===== src/rtl/trfr_pkg.sv =====
// Shared types, widths and codes for the tile range lookup block.
package trfr_pkg;

    localparam int DIM_W      = 16;
    localparam int COORD_W    = 17;
    localparam int RANK_W     = 16;
    localparam int DIV_W      = 16;
    localparam int CFG_IDX_W  = 3;
    localparam int CFG_DATA_W = 32;
    localparam int GCNT_W     = 3;
    localparam int S_TDATA_W  = 16;
    localparam int M_TDATA_W  = 72;
    localparam int M_TUSER_W  = 1;

    // Configuration register indexes
    localparam logic [CFG_IDX_W-1:0] REG_TRAVERSAL_MODE = 3'd0;
    localparam logic [CFG_IDX_W-1:0] REG_ROW_TOTAL      = 3'd1;
    localparam logic [CFG_IDX_W-1:0] REG_COLUMN_TOTAL   = 3'd2;
    localparam logic [CFG_IDX_W-1:0] REG_GROUP_COUNT    = 3'd3;
    localparam logic [CFG_IDX_W-1:0] REG_GROUP_FIRSTS   = 3'd4;
    localparam logic [CFG_IDX_W-1:0] REG_GROUP_SECONDS  = 3'd5;

    localparam logic [COORD_W-1:0] NO_TILE = '1;

    typedef enum logic [3:0] {
        ST_IDLE,
        ST_SUM,
        ST_CLAMP,
        ST_WALK,
        ST_TILES,
        ST_TEST,
        ST_RANK_GO,
        ST_RANK_WAIT,
        ST_CUT_GO,
        ST_CUT_WAIT,
        ST_CUT_MUL,
        ST_CUT_END,
        ST_OUT
    } state_t;

    typedef struct packed {
        logic busy;
        logic done;
    } div_status_t;

endpackage


===== src/rtl/trfr_div.sv =====
// Iterative restoring divider, one quotient bit per cycle.
module trfr_div (
    input  logic                       aclk,
    input  logic                       aresetn,
    input  logic                       start,
    input  logic [trfr_pkg::DIV_W-1:0] dividend,
    input  logic [trfr_pkg::DIV_W-1:0] divisor,
    output logic [trfr_pkg::DIV_W-1:0] quotient,
    output logic [trfr_pkg::DIV_W-1:0] remainder,
    output trfr_pkg::div_status_t      status
);
    import trfr_pkg::*;

    localparam int CNT_W = $clog2(DIV_W + 1);

    logic [DIV_W-1:0] quo_reg, quo_next;
    logic [DIV_W-1:0] rem_reg, rem_next;
    logic [DIV_W-1:0] dvs_reg, dvs_next;
    logic [CNT_W-1:0] cnt_reg, cnt_next;
    logic             busy_reg, busy_next;
    logic             done_reg, done_next;
    logic [DIV_W:0]   trial;
    logic [DIV_W:0]   diff;

    always_comb begin
        trial     = {rem_reg, quo_reg[DIV_W-1]};
        diff      = trial - {1'b0, dvs_reg};
        quo_next  = quo_reg;
        rem_next  = rem_reg;
        dvs_next  = dvs_reg;
        cnt_next  = cnt_reg;
        busy_next = busy_reg;
        done_next = 1'b0;
        if (start) begin
            quo_next  = dividend;
            rem_next  = '0;
            dvs_next  = divisor;
            cnt_next  = CNT_W'(DIV_W);
            busy_next = 1'b1;
        end else if (busy_reg) begin
            // shift in one dividend bit, subtract when it fits
            if (!diff[DIV_W]) begin
                rem_next = diff[DIV_W-1:0];
                quo_next = {quo_reg[DIV_W-2:0], 1'b1};
            end else begin
                rem_next = trial[DIV_W-1:0];
                quo_next = {quo_reg[DIV_W-2:0], 1'b0};
            end
            cnt_next = cnt_reg - CNT_W'(1);
            if (cnt_reg == CNT_W'(1)) begin
                busy_next = 1'b0;
                done_next = 1'b1;
            end
        end
    end

    always_ff @(posedge aclk) begin
        quo_reg <= quo_next;
        rem_reg <= rem_next;
        dvs_reg <= dvs_next;
        if (!aresetn) begin
            cnt_reg  <= '0;
            busy_reg <= 1'b0;
            done_reg <= 1'b0;
        end else begin
            cnt_reg  <= cnt_next;
            busy_reg <= busy_next;
            done_reg <= done_next;
        end
    end

    assign quotient    = quo_reg;
    assign remainder   = rem_reg;
    assign status.busy = busy_reg;
    assign status.done = done_reg;

endmodule


===== src/rtl/tile_range_for_rank.sv =====
// Top level: rank to tile rectangle lookup with a shared divider and multiplier.
//
//  Channel   Dir  Payload                                              Handshake
//  s_        in   tdata[15:0] rank                                     tvalid/tready
//  m_        out  tdata: row_start, row_end, col_start, col_end (17b)  tvalid/tready
//                 tuser[0] found
//  cfg_      in   cfg_index selects register, cfg_wr_data value        cfg_wr_en
//
// A rank that owns a tile makes three passes through the shared divider: one to split
// the rank within its group and one for each of the two balanced cuts.
// s_tready is high only while the sequencer is idle; a finished result sits in
// the output register until taken, and the next rank may be accepted meanwhile.
// Reset is synchronous and active low; it restores the register defaults.
module tile_range_for_rank #(
    parameter int MAX_GROUPS       = 4,
    parameter int GROUP_FIELD_BITS = 8
) (
    input  logic                            aclk,
    input  logic                            aresetn,
    // configuration write port
    input  logic                            cfg_wr_en,
    input  logic [trfr_pkg::CFG_IDX_W-1:0]  cfg_index,
    input  logic [trfr_pkg::CFG_DATA_W-1:0] cfg_wr_data,
    // rank in; tdata: [15:0] rank
    input  logic                            s_tvalid,
    output logic                            s_tready,
    input  logic [trfr_pkg::S_TDATA_W-1:0]  s_tdata,
    // tile out; tdata: [16:0] row_start, [33:17] row_end, [50:34] col_start,
    // [67:51] col_end, [71:68] zero
    output logic                            m_tvalid,
    input  logic                            m_tready,
    output logic [trfr_pkg::M_TDATA_W-1:0]  m_tdata,
    // tuser: [0] found
    output logic [trfr_pkg::M_TUSER_W-1:0]  m_tuser
);
    import trfr_pkg::*;

    localparam int FW    = GROUP_FIELD_BITS;
    localparam int GW    = $clog2(MAX_GROUPS + 1);
    localparam int SUM_W = GROUP_FIELD_BITS + $clog2(MAX_GROUPS + 1);

    // Pick group field g out of a packed register; zero or out of reach reads as one.
    function automatic logic [FW-1:0] pick(input logic [CFG_DATA_W-1:0] packed_val,
                                           input logic [GW-1:0] g);
        int           amt;
        logic [FW-1:0] v;
        amt = int'(g) * GROUP_FIELD_BITS;
        if (amt >= CFG_DATA_W) begin
            v = FW'(1);
        end else begin
            v = FW'(packed_val >> amt);
            if (v == '0) begin
                v = FW'(1);
            end
        end
        return v;
    endfunction

    // configuration registers
    logic                  mode_reg;
    logic [DIM_W-1:0]      row_total_reg;
    logic [DIM_W-1:0]      column_total_reg;
    logic [GCNT_W-1:0]     group_count_reg;
    logic [CFG_DATA_W-1:0] firsts_reg;
    logic [CFG_DATA_W-1:0] seconds_reg;

    // sequencer state and datapath
    state_t              state_reg, state_next;
    logic [RANK_W-1:0]   rank_reg, rank_next;
    logic [GW-1:0]       g_reg, g_next;
    logic [SUM_W-1:0]    acc_reg, acc_next;
    logic [DIM_W-1:0]    otot_reg, otot_next;
    logic [DIM_W-1:0]    base_reg, base_next;
    logic [DIM_W-1:0]    cnt_reg, cnt_next;
    logic [DIM_W-1:0]    split_reg, split_next;
    logic [2*DIM_W-1:0]  prod_reg, prod_next;
    logic [DIM_W-1:0]    kout_reg, kout_next;
    logic [DIM_W-1:0]    kin_reg, kin_next;
    logic [DIM_W-1:0]    w_reg, w_next;
    logic [DIM_W-1:0]    rem_reg, rem_next;
    logic                cut_inner_reg, cut_inner_next;
    logic [DIM_W-1:0]    os_reg, os_next, oe_reg, oe_next;
    logic [DIM_W-1:0]    is_reg, is_next, ie_reg, ie_next;
    logic                hit_reg, hit_next;
    logic                m_tvalid_reg, m_tvalid_next;
    logic [M_TDATA_W-1:0] m_tdata_reg, m_tdata_next;
    logic                found_reg, found_next;

    // combinational helpers
    logic [GW-1:0]       groups;
    logic [DIM_W-1:0]    outer_dim, inner_dim;
    logic [FW-1:0]       ofield, ifield;
    logic [DIM_W-1:0]    left;
    logic [DIM_W-1:0]    k_sel, len_sel, n_sel;
    logic [DIM_W-1:0]    mul_a, mul_b;
    logic                k_lt_rem;
    logic [DIM_W:0]      cut_s, cut_e;
    logic [COORD_W-1:0]  r_s, r_e, c_s, c_e;

    // shared divider
    logic                div_start;
    logic [DIV_W-1:0]    div_a, div_b, div_q, div_r;
    div_status_t         div_st;

    trfr_div u_div (
        .aclk      (aclk),
        .aresetn   (aresetn),
        .start     (div_start),
        .dividend  (div_a),
        .divisor   (div_b),
        .quotient  (div_q),
        .remainder (div_r),
        .status    (div_st)
    );

    // Clamp group count to [1, MAX_GROUPS]
    always_comb begin
        if (group_count_reg == '0) begin
            groups = GW'(1);
        end else if (32'(group_count_reg) > 32'(MAX_GROUPS)) begin
            groups = GW'(MAX_GROUPS);
        end else begin
            groups = GW'(group_count_reg);
        end
    end

    assign outer_dim = mode_reg ? row_total_reg : column_total_reg;
    assign inner_dim = mode_reg ? column_total_reg : row_total_reg;
    // Rows outer: first is block count, second the splits; columns outer swaps them
    assign ofield    = mode_reg ? pick(firsts_reg, g_reg) : pick(seconds_reg, g_reg);
    assign ifield    = mode_reg ? pick(seconds_reg, g_reg) : pick(firsts_reg, g_reg);
    assign left      = otot_reg - base_reg;

    // Operand select for the balanced cut in progress
    assign k_sel   = cut_inner_reg ? kin_reg   : kout_reg;
    assign len_sel = cut_inner_reg ? inner_dim : outer_dim;
    assign n_sel   = cut_inner_reg ? split_reg : otot_reg;

    assign mul_a = (state_reg == ST_TILES) ? cnt_reg   : k_sel;
    assign mul_b = (state_reg == ST_TILES) ? split_reg : w_reg;

    assign div_start = (state_reg == ST_RANK_GO) || (state_reg == ST_CUT_GO);
    assign div_a     = (state_reg == ST_RANK_GO) ? rank_reg  : len_sel;
    assign div_b     = (state_reg == ST_RANK_GO) ? split_reg : n_sel;

    // start = k*w + min(k, rem); end = start + w + (k < rem) - 1
    assign k_lt_rem = k_sel < rem_reg;
    assign cut_s    = (DIM_W+1)'(prod_reg[DIM_W-1:0]) +
                      (DIM_W+1)'(k_lt_rem ? k_sel : rem_reg);
    assign cut_e    = cut_s + (DIM_W+1)'(w_reg) + (DIM_W+1)'(k_lt_rem) - (DIM_W+1)'(1);

    // Map outer/inner bounds to rows/columns
    assign r_s = hit_reg ? COORD_W'(mode_reg ? os_reg : is_reg) : NO_TILE;
    assign r_e = hit_reg ? COORD_W'(mode_reg ? oe_reg : ie_reg) : NO_TILE;
    assign c_s = hit_reg ? COORD_W'(mode_reg ? is_reg : os_reg) : NO_TILE;
    assign c_e = hit_reg ? COORD_W'(mode_reg ? ie_reg : oe_reg) : NO_TILE;

    // Sequencer: next state and datapath
    always_comb begin
        state_next     = state_reg;
        rank_next      = rank_reg;
        g_next         = g_reg;
        acc_next       = acc_reg;
        otot_next      = otot_reg;
        base_next      = base_reg;
        cnt_next       = cnt_reg;
        split_next     = split_reg;
        prod_next      = prod_reg;
        kout_next      = kout_reg;
        kin_next       = kin_reg;
        w_next         = w_reg;
        rem_next       = rem_reg;
        cut_inner_next = cut_inner_reg;
        os_next        = os_reg;
        oe_next        = oe_reg;
        is_next        = is_reg;
        ie_next        = ie_reg;
        hit_next       = hit_reg;
        m_tvalid_next  = m_tvalid_reg;
        m_tdata_next   = m_tdata_reg;
        found_next     = found_reg;

        // drop the result once the downstream takes it
        if (m_tvalid_reg && m_tready) begin
            m_tvalid_next = 1'b0;
        end

        case (state_reg)
            ST_IDLE: begin
                if (s_tvalid) begin
                    rank_next = s_tdata[RANK_W-1:0];
                    g_next    = '0;
                    acc_next  = '0;
                    hit_next  = 1'b0;
                    // an empty matrix has no tiles at all
                    if (row_total_reg == '0 || column_total_reg == '0) begin
                        state_next = ST_OUT;
                    end else begin
                        state_next = ST_SUM;
                    end
                end
            end
            ST_SUM: begin
                acc_next = acc_reg + SUM_W'(ofield);
                if (g_reg == groups - GW'(1)) begin
                    state_next = ST_CLAMP;
                end else begin
                    g_next = g_reg + GW'(1);
                end
            end
            ST_CLAMP: begin
                otot_next  = (32'(acc_reg) > 32'(outer_dim)) ? outer_dim
                                                             : DIM_W'(acc_reg);
                g_next     = '0;
                base_next  = '0;
                state_next = ST_WALK;
            end
            ST_WALK: begin
                if (g_reg == groups || base_reg >= otot_reg) begin
                    state_next = ST_OUT;
                end else begin
                    cnt_next   = (32'(ofield) > 32'(left)) ? left : DIM_W'(ofield);
                    split_next = (32'(ifield) > 32'(inner_dim)) ? inner_dim
                                                               : DIM_W'(ifield);
                    state_next = ST_TILES;
                end
            end
            ST_TILES: begin
                prod_next  = mul_a * mul_b;
                state_next = ST_TEST;
            end
            ST_TEST: begin
                if (32'(rank_reg) < prod_reg) begin
                    state_next = ST_RANK_GO;
                end else begin
                    // skip this group's tiles
                    rank_next  = rank_reg - prod_reg[RANK_W-1:0];
                    base_next  = base_reg + cnt_reg;
                    g_next     = g_reg + GW'(1);
                    state_next = ST_WALK;
                end
            end
            ST_RANK_GO: begin
                state_next = ST_RANK_WAIT;
            end
            ST_RANK_WAIT: begin
                if (div_st.done) begin
                    kout_next      = base_reg + div_q;
                    kin_next       = div_r;
                    cut_inner_next = 1'b0;
                    state_next     = ST_CUT_GO;
                end
            end
            ST_CUT_GO: begin
                state_next = ST_CUT_WAIT;
            end
            ST_CUT_WAIT: begin
                if (div_st.done) begin
                    w_next     = div_q;
                    rem_next   = div_r;
                    state_next = ST_CUT_MUL;
                end
            end
            ST_CUT_MUL: begin
                prod_next  = mul_a * mul_b;
                state_next = ST_CUT_END;
            end
            ST_CUT_END: begin
                if (!cut_inner_reg) begin
                    os_next        = cut_s[DIM_W-1:0];
                    oe_next        = cut_e[DIM_W-1:0];
                    cut_inner_next = 1'b1;
                    state_next     = ST_CUT_GO;
                end else begin
                    is_next    = cut_s[DIM_W-1:0];
                    ie_next    = cut_e[DIM_W-1:0];
                    hit_next   = 1'b1;
                    state_next = ST_OUT;
                end
            end
            ST_OUT: begin
                // hold until the output register is free
                if (!m_tvalid_reg || m_tready) begin
                    m_tvalid_next = 1'b1;
                    m_tdata_next  = {{(M_TDATA_W - 4*COORD_W){1'b0}}, c_e, c_s, r_e, r_s};
                    found_next    = hit_reg;
                    state_next    = ST_IDLE;
                end
            end
            default: begin
                state_next = ST_IDLE;
            end
        endcase
    end

    // Configuration registers
    always_ff @(posedge aclk) begin
        if (!aresetn) begin
            mode_reg         <= 1'b0;
            row_total_reg    <= DIM_W'(1);
            column_total_reg <= DIM_W'(1);
            group_count_reg  <= GCNT_W'(3);
            firsts_reg       <= CFG_DATA_W'(197121);
            seconds_reg      <= CFG_DATA_W'(197121);
        end else if (cfg_wr_en) begin
            case (cfg_index)
                REG_TRAVERSAL_MODE: mode_reg         <= cfg_wr_data[0];
                REG_ROW_TOTAL:      row_total_reg    <= cfg_wr_data[DIM_W-1:0];
                REG_COLUMN_TOTAL:   column_total_reg <= cfg_wr_data[DIM_W-1:0];
                REG_GROUP_COUNT:    group_count_reg  <= cfg_wr_data[GCNT_W-1:0];
                REG_GROUP_FIRSTS:   firsts_reg       <= cfg_wr_data;
                REG_GROUP_SECONDS:  seconds_reg      <= cfg_wr_data;
                default: begin
                end
            endcase
        end
    end

    // State register
    always_ff @(posedge aclk) begin
        if (!aresetn) begin
            state_reg    <= ST_IDLE;
            m_tvalid_reg <= 1'b0;
        end else begin
            state_reg    <= state_next;
            m_tvalid_reg <= m_tvalid_next;
        end
    end

    // Datapath registers
    always_ff @(posedge aclk) begin
        rank_reg      <= rank_next;
        g_reg         <= g_next;
        acc_reg       <= acc_next;
        otot_reg      <= otot_next;
        base_reg      <= base_next;
        cnt_reg       <= cnt_next;
        split_reg     <= split_next;
        prod_reg      <= prod_next;
        kout_reg      <= kout_next;
        kin_reg       <= kin_next;
        w_reg         <= w_next;
        rem_reg       <= rem_next;
        cut_inner_reg <= cut_inner_next;
        os_reg        <= os_next;
        oe_reg        <= oe_next;
        is_reg        <= is_next;
        ie_reg        <= ie_next;
        hit_reg       <= hit_next;
        m_tdata_reg   <= m_tdata_next;
        found_reg     <= found_next;
    end

    assign s_tready = (state_reg == ST_IDLE);
    assign m_tvalid = m_tvalid_reg;
    assign m_tdata  = m_tdata_reg;
    assign m_tuser  = found_reg;

endmodule


===== config.mk =====
export PLATFORM = sky130hd
export DESIGN_NAME = tile_range_for_rank
export DESIGN_NICKNAME = d
export VERILOG_FILES = /design/src/rtl/trfr_pkg.sv /design/src/rtl/trfr_div.sv /design/src/rtl/tile_range_for_rank.sv
export SDC_FILE = /design/constraint.sdc
export NUM_CORES = 2
export LEC_CHECK = 0
export BUFFER_PORTS_ARGS = -buffer_cell sky130_fd_sc_hd__buf_2
export CAP_MARGIN = 20
export CORE_ASPECT_RATIO = 0.75
export CORE_MARGIN = 2
export CORE_UTILIZATION = 49
export CTS_BUF_LIST = sky130_fd_sc_hd__clkbuf_8
export CTS_CLUSTER_DIAMETER = 80
export DETAILED_ROUTE_END_ITERATION = 7
export PLACE_DENSITY = 0.64
export SYNTH_ARGS = -nofsm -noshare
export SYNTH_HDL_FRONTEND = slang
export SYNTH_SLANG_ARGS = --single-unit

===== constraint.sdc =====
create_clock -name aclk -period 10.5 [get_ports aclk]
set_clock_uncertainty 0.05 [all_clocks]
set_input_delay 1.575 -clock aclk [delete_from_list [all_inputs] [get_ports aclk]]
set_output_delay 1.575 -clock aclk [all_outputs]
set_load 0.01 [all_outputs]

==> metrics <==
cell taking the most area after synthesis=edfxtp_1; routed wl met3=between 8000 and 9000 um; post-route antenna net violation count=0; core footprint=70400 sq um; routed vias/inst=roughly 5.5; leakage=about 17 nW; post_cts resized=0; mean post-synth cell area=approximately 10 sq um; Vias=between 20000 and 30000; Worst-Margin Slew=~1.1 ns; H-tree depth=3; Total GRT Usage=around a quarter; Hold Path Class=register to register; Startpoint Class=register; DR WL met2=~38000 um; Most used DFF post-synth=edfxtp_1; initial antenna violation count=5; Mapped Area=about 35000 sq um; crit path max fanout=44; final wirelength=a little over 90000 um; Worst R2R Setup Slack=1.73 ns; Min Clock Period, post-route=just under 9 ns; root buffer cell=clkbuf_8; initial core utilization=49.7%; Post-synth EDFFs=about 350; buffer and inverter count on the worst path=5; Synth-to-Final Area Change=9.55%; Comb pwr share=64.5%; layout cell share with drive strength beyond 1=a little over a tenth; Worst slew margin=25.3%; Die Y=235 um; setup TNS=0 ns; hpwl dp=roughly 72000 um; Final period util=between 80% and 90%; sw frac=45.1%; CP cell instances=nand2_2, buf_4, o21ai_0, nor2_1, fa_1, inv_1, fa_1, fa_1, inv_1, fa_1, fa_1, inv_1, fa_1, inv_1, ha_1, nand2_1, nor4_1, o2111ai_1, a31oi_1, a21boi_0, mux2i_1, nand3_1; met1 wire length=about 44000 um; # IOs=around 130; Peak VDD IR=between 0.0007 and 0.0008 V; row count=84; WL/cell=around 20 um; slowest CP cell=dfxtp_1; cells after synthesis=3510; number of global-route vias before repair=approximately 24000; first-pass GRT wire length=around 140000 um; residual DRC count=0; # Post-CTS Setup Buffers=0; cell area power density=350 nW/um^2; RSZ-0062 raised after global routing=no; Num CTS Buffers=80; Synth top area share=30.4%; synth warn=0; GPL Wtd Cong=0.950; most frequent CP cell=fa_1; TritonRoute pass-1 iters=6; Final nets=~4200; Final Max Slew Viols=0; Synth area leaders=edfxtp_1 (30%), fa_1 (12%), ha_1 (10%); fmax=approximately 0.11 GHz; Worst path top cell family by delay=adder cells; max reg flops=65; CTS Buffer Depth=3; Initial DRC Count=between 2000 and 2500; Clock Latency Late Sink=just over 0.7 ns; Setup Viol. Count Final=0; Top Layer Used=met4; count of different cell masters after synthesis=between 70 and 80; net switching power=between 6 and 7 mW; worst hold slack=approximately 0.41 ns; Int Pwr=7.36 mW; I/O Buffers=around 130; Worst Path Required=about 11 ns; critical path arrival=a little over 9 ns; die width=~310 um; cts hold-fix bufs=0; CTS tree=done; largest net degree at the start of global routing=89; Seq pwr share=23.0%; GRT overflow=0; clk slew on worst S/H paths=0.07 ns; Seq/Total Area, Yosys=~38%; critical path class=register to register; FF+latch count, synth=roughly 480; ys async rst share=0%; clk sink count=482; Final Hold Viols=0; status=complete, no violations; clock power share=12.5%; die area=roughly 74000 sq um; max cap viols=0; CP Capture Type=register; max incr delay on CP=approximately 0.82 ns
placed cells by master (no fill, tap or decap), drive strengths merged, types with 43 or more instances in the layout:
master and instances:
fa 202, buf 163, a21oi 126, a21boi 98, nor2 243, mux2 66
mux2i 156, o21ai 129, nor3 51, clkbuf 92, inv 481, dfxtp 128
nand2b 49, xnor2 84, nand3 43, ha 282, nand2 514, edfxtp 354
cells in the mapped netlist, types with 49 or more instances:
master / instances
dfxtp_1: 128
mux2_2: 66
mux2i_1: 156
fa_1: 202
ha_1: 282
o21ai_0: 117
edfxtp_1: 354
xnor2_1: 84
clkbuf_1: 98
a21boi_0: 98
a21oi_1: 125
nand2_1: 514
nand2b_1: 49
nor2_1: 243
inv_1: 452
nor3_1: 51
through the flow:
stage          cell area (sq um)  setup WS [ns]  utilization, %  instances  power [mW]
2_1_floorplan              35100           1.92               -       3534        9.78
3_3_place_gp               36700           2.06            52.1       4515        11.6
3_5_place_dp               36700           1.83            52.1       4516        11.7
4_1_cts                    38300           1.80            54.4       4663        13.4
6_report                   38300           1.73            54.4       4668        13.4
5_1_grt                    38300           1.14            54.4       4667        14.8
metal layers:
metal  track usage (%)  vias to the layer above
li1                  -                    12238
met1              38.9                    12331
met2              36.3                      926
met3              5.94                      108
met4              6.34                        0
met5                 0                        -
logic make-up (layout without fill, tap and decap cells):
family,after synthesis,in the layout,synth area share [%]
and+or+nand+nor,1047,1047,13.1
buffers and inverters,577,763,6.32
AOI/OAI and AO/OA,557,557,10.4
adders and majority gates,484,484,21.6
DFF,482,482,37.7
muxes,238,238,7.62
xor gates and xnor gates,124,124,3.16
other,1,27,0.0107
cell type report:
type / instances / area, sq um
fillers: 6309 / 32100
multi-input cells: 2475 / 19700
flip-flops and latches: 482 / 13200
inverters: 452 / 1700
clock buffers: 91 / 1250
well taps: 946 / 1180
repair buffers: 164 / 933
clock inverters: 56 / 325
diodes: 2 / 5.00
worst reg2reg max path: stages, from the launching register on:
cell	delay [ns]
dfxtp_1	0.82
nand2_2	0.74
buf_4	0.53
o21ai_0	0.70
nor2_1	0.16
fa_1	0.56
inv_1	0.05
fa_1	0.46
fa_1	0.51
inv_1	0.05
fa_1	0.48
fa_1	0.49
inv_1	0.05
fa_1	0.47
inv_1	0.04
ha_1	0.36
nand2_1	0.11
nor4_1	0.56
o2111ai_1	0.31
a31oi_1	0.46
a21boi_0	0.24
mux2i_1	0.19
nand3_1	0.09
power groups by stage:
stage / clock, mW / sequential (mW) / combinational (mW)
3_3_place_gp: 0 / 3.11 / 8.50
3_5_place_dp: 0 / 3.11 / 8.60
5_1_grt: 1.79 / 3.10 / 9.92
2_1_floorplan: 0 / 2.96 / 6.83
6_report: 1.67 / 3.08 / 8.65
4_1_cts: 1.71 / 3.07 / 8.66
final timing paths:
check | cells after the start | start | end
setup / recovery | 22 | state_reg[2] | prod_reg[27]
hold / removal | 2 | firsts_reg[13] | firsts_reg[13]
setup reg to reg | 22 | state_reg[2] | prod_reg[27]
hold reg to reg | 2 | firsts_reg[13] | firsts_reg[13]
No activity file was read; power rests on OpenSTA's default activity.
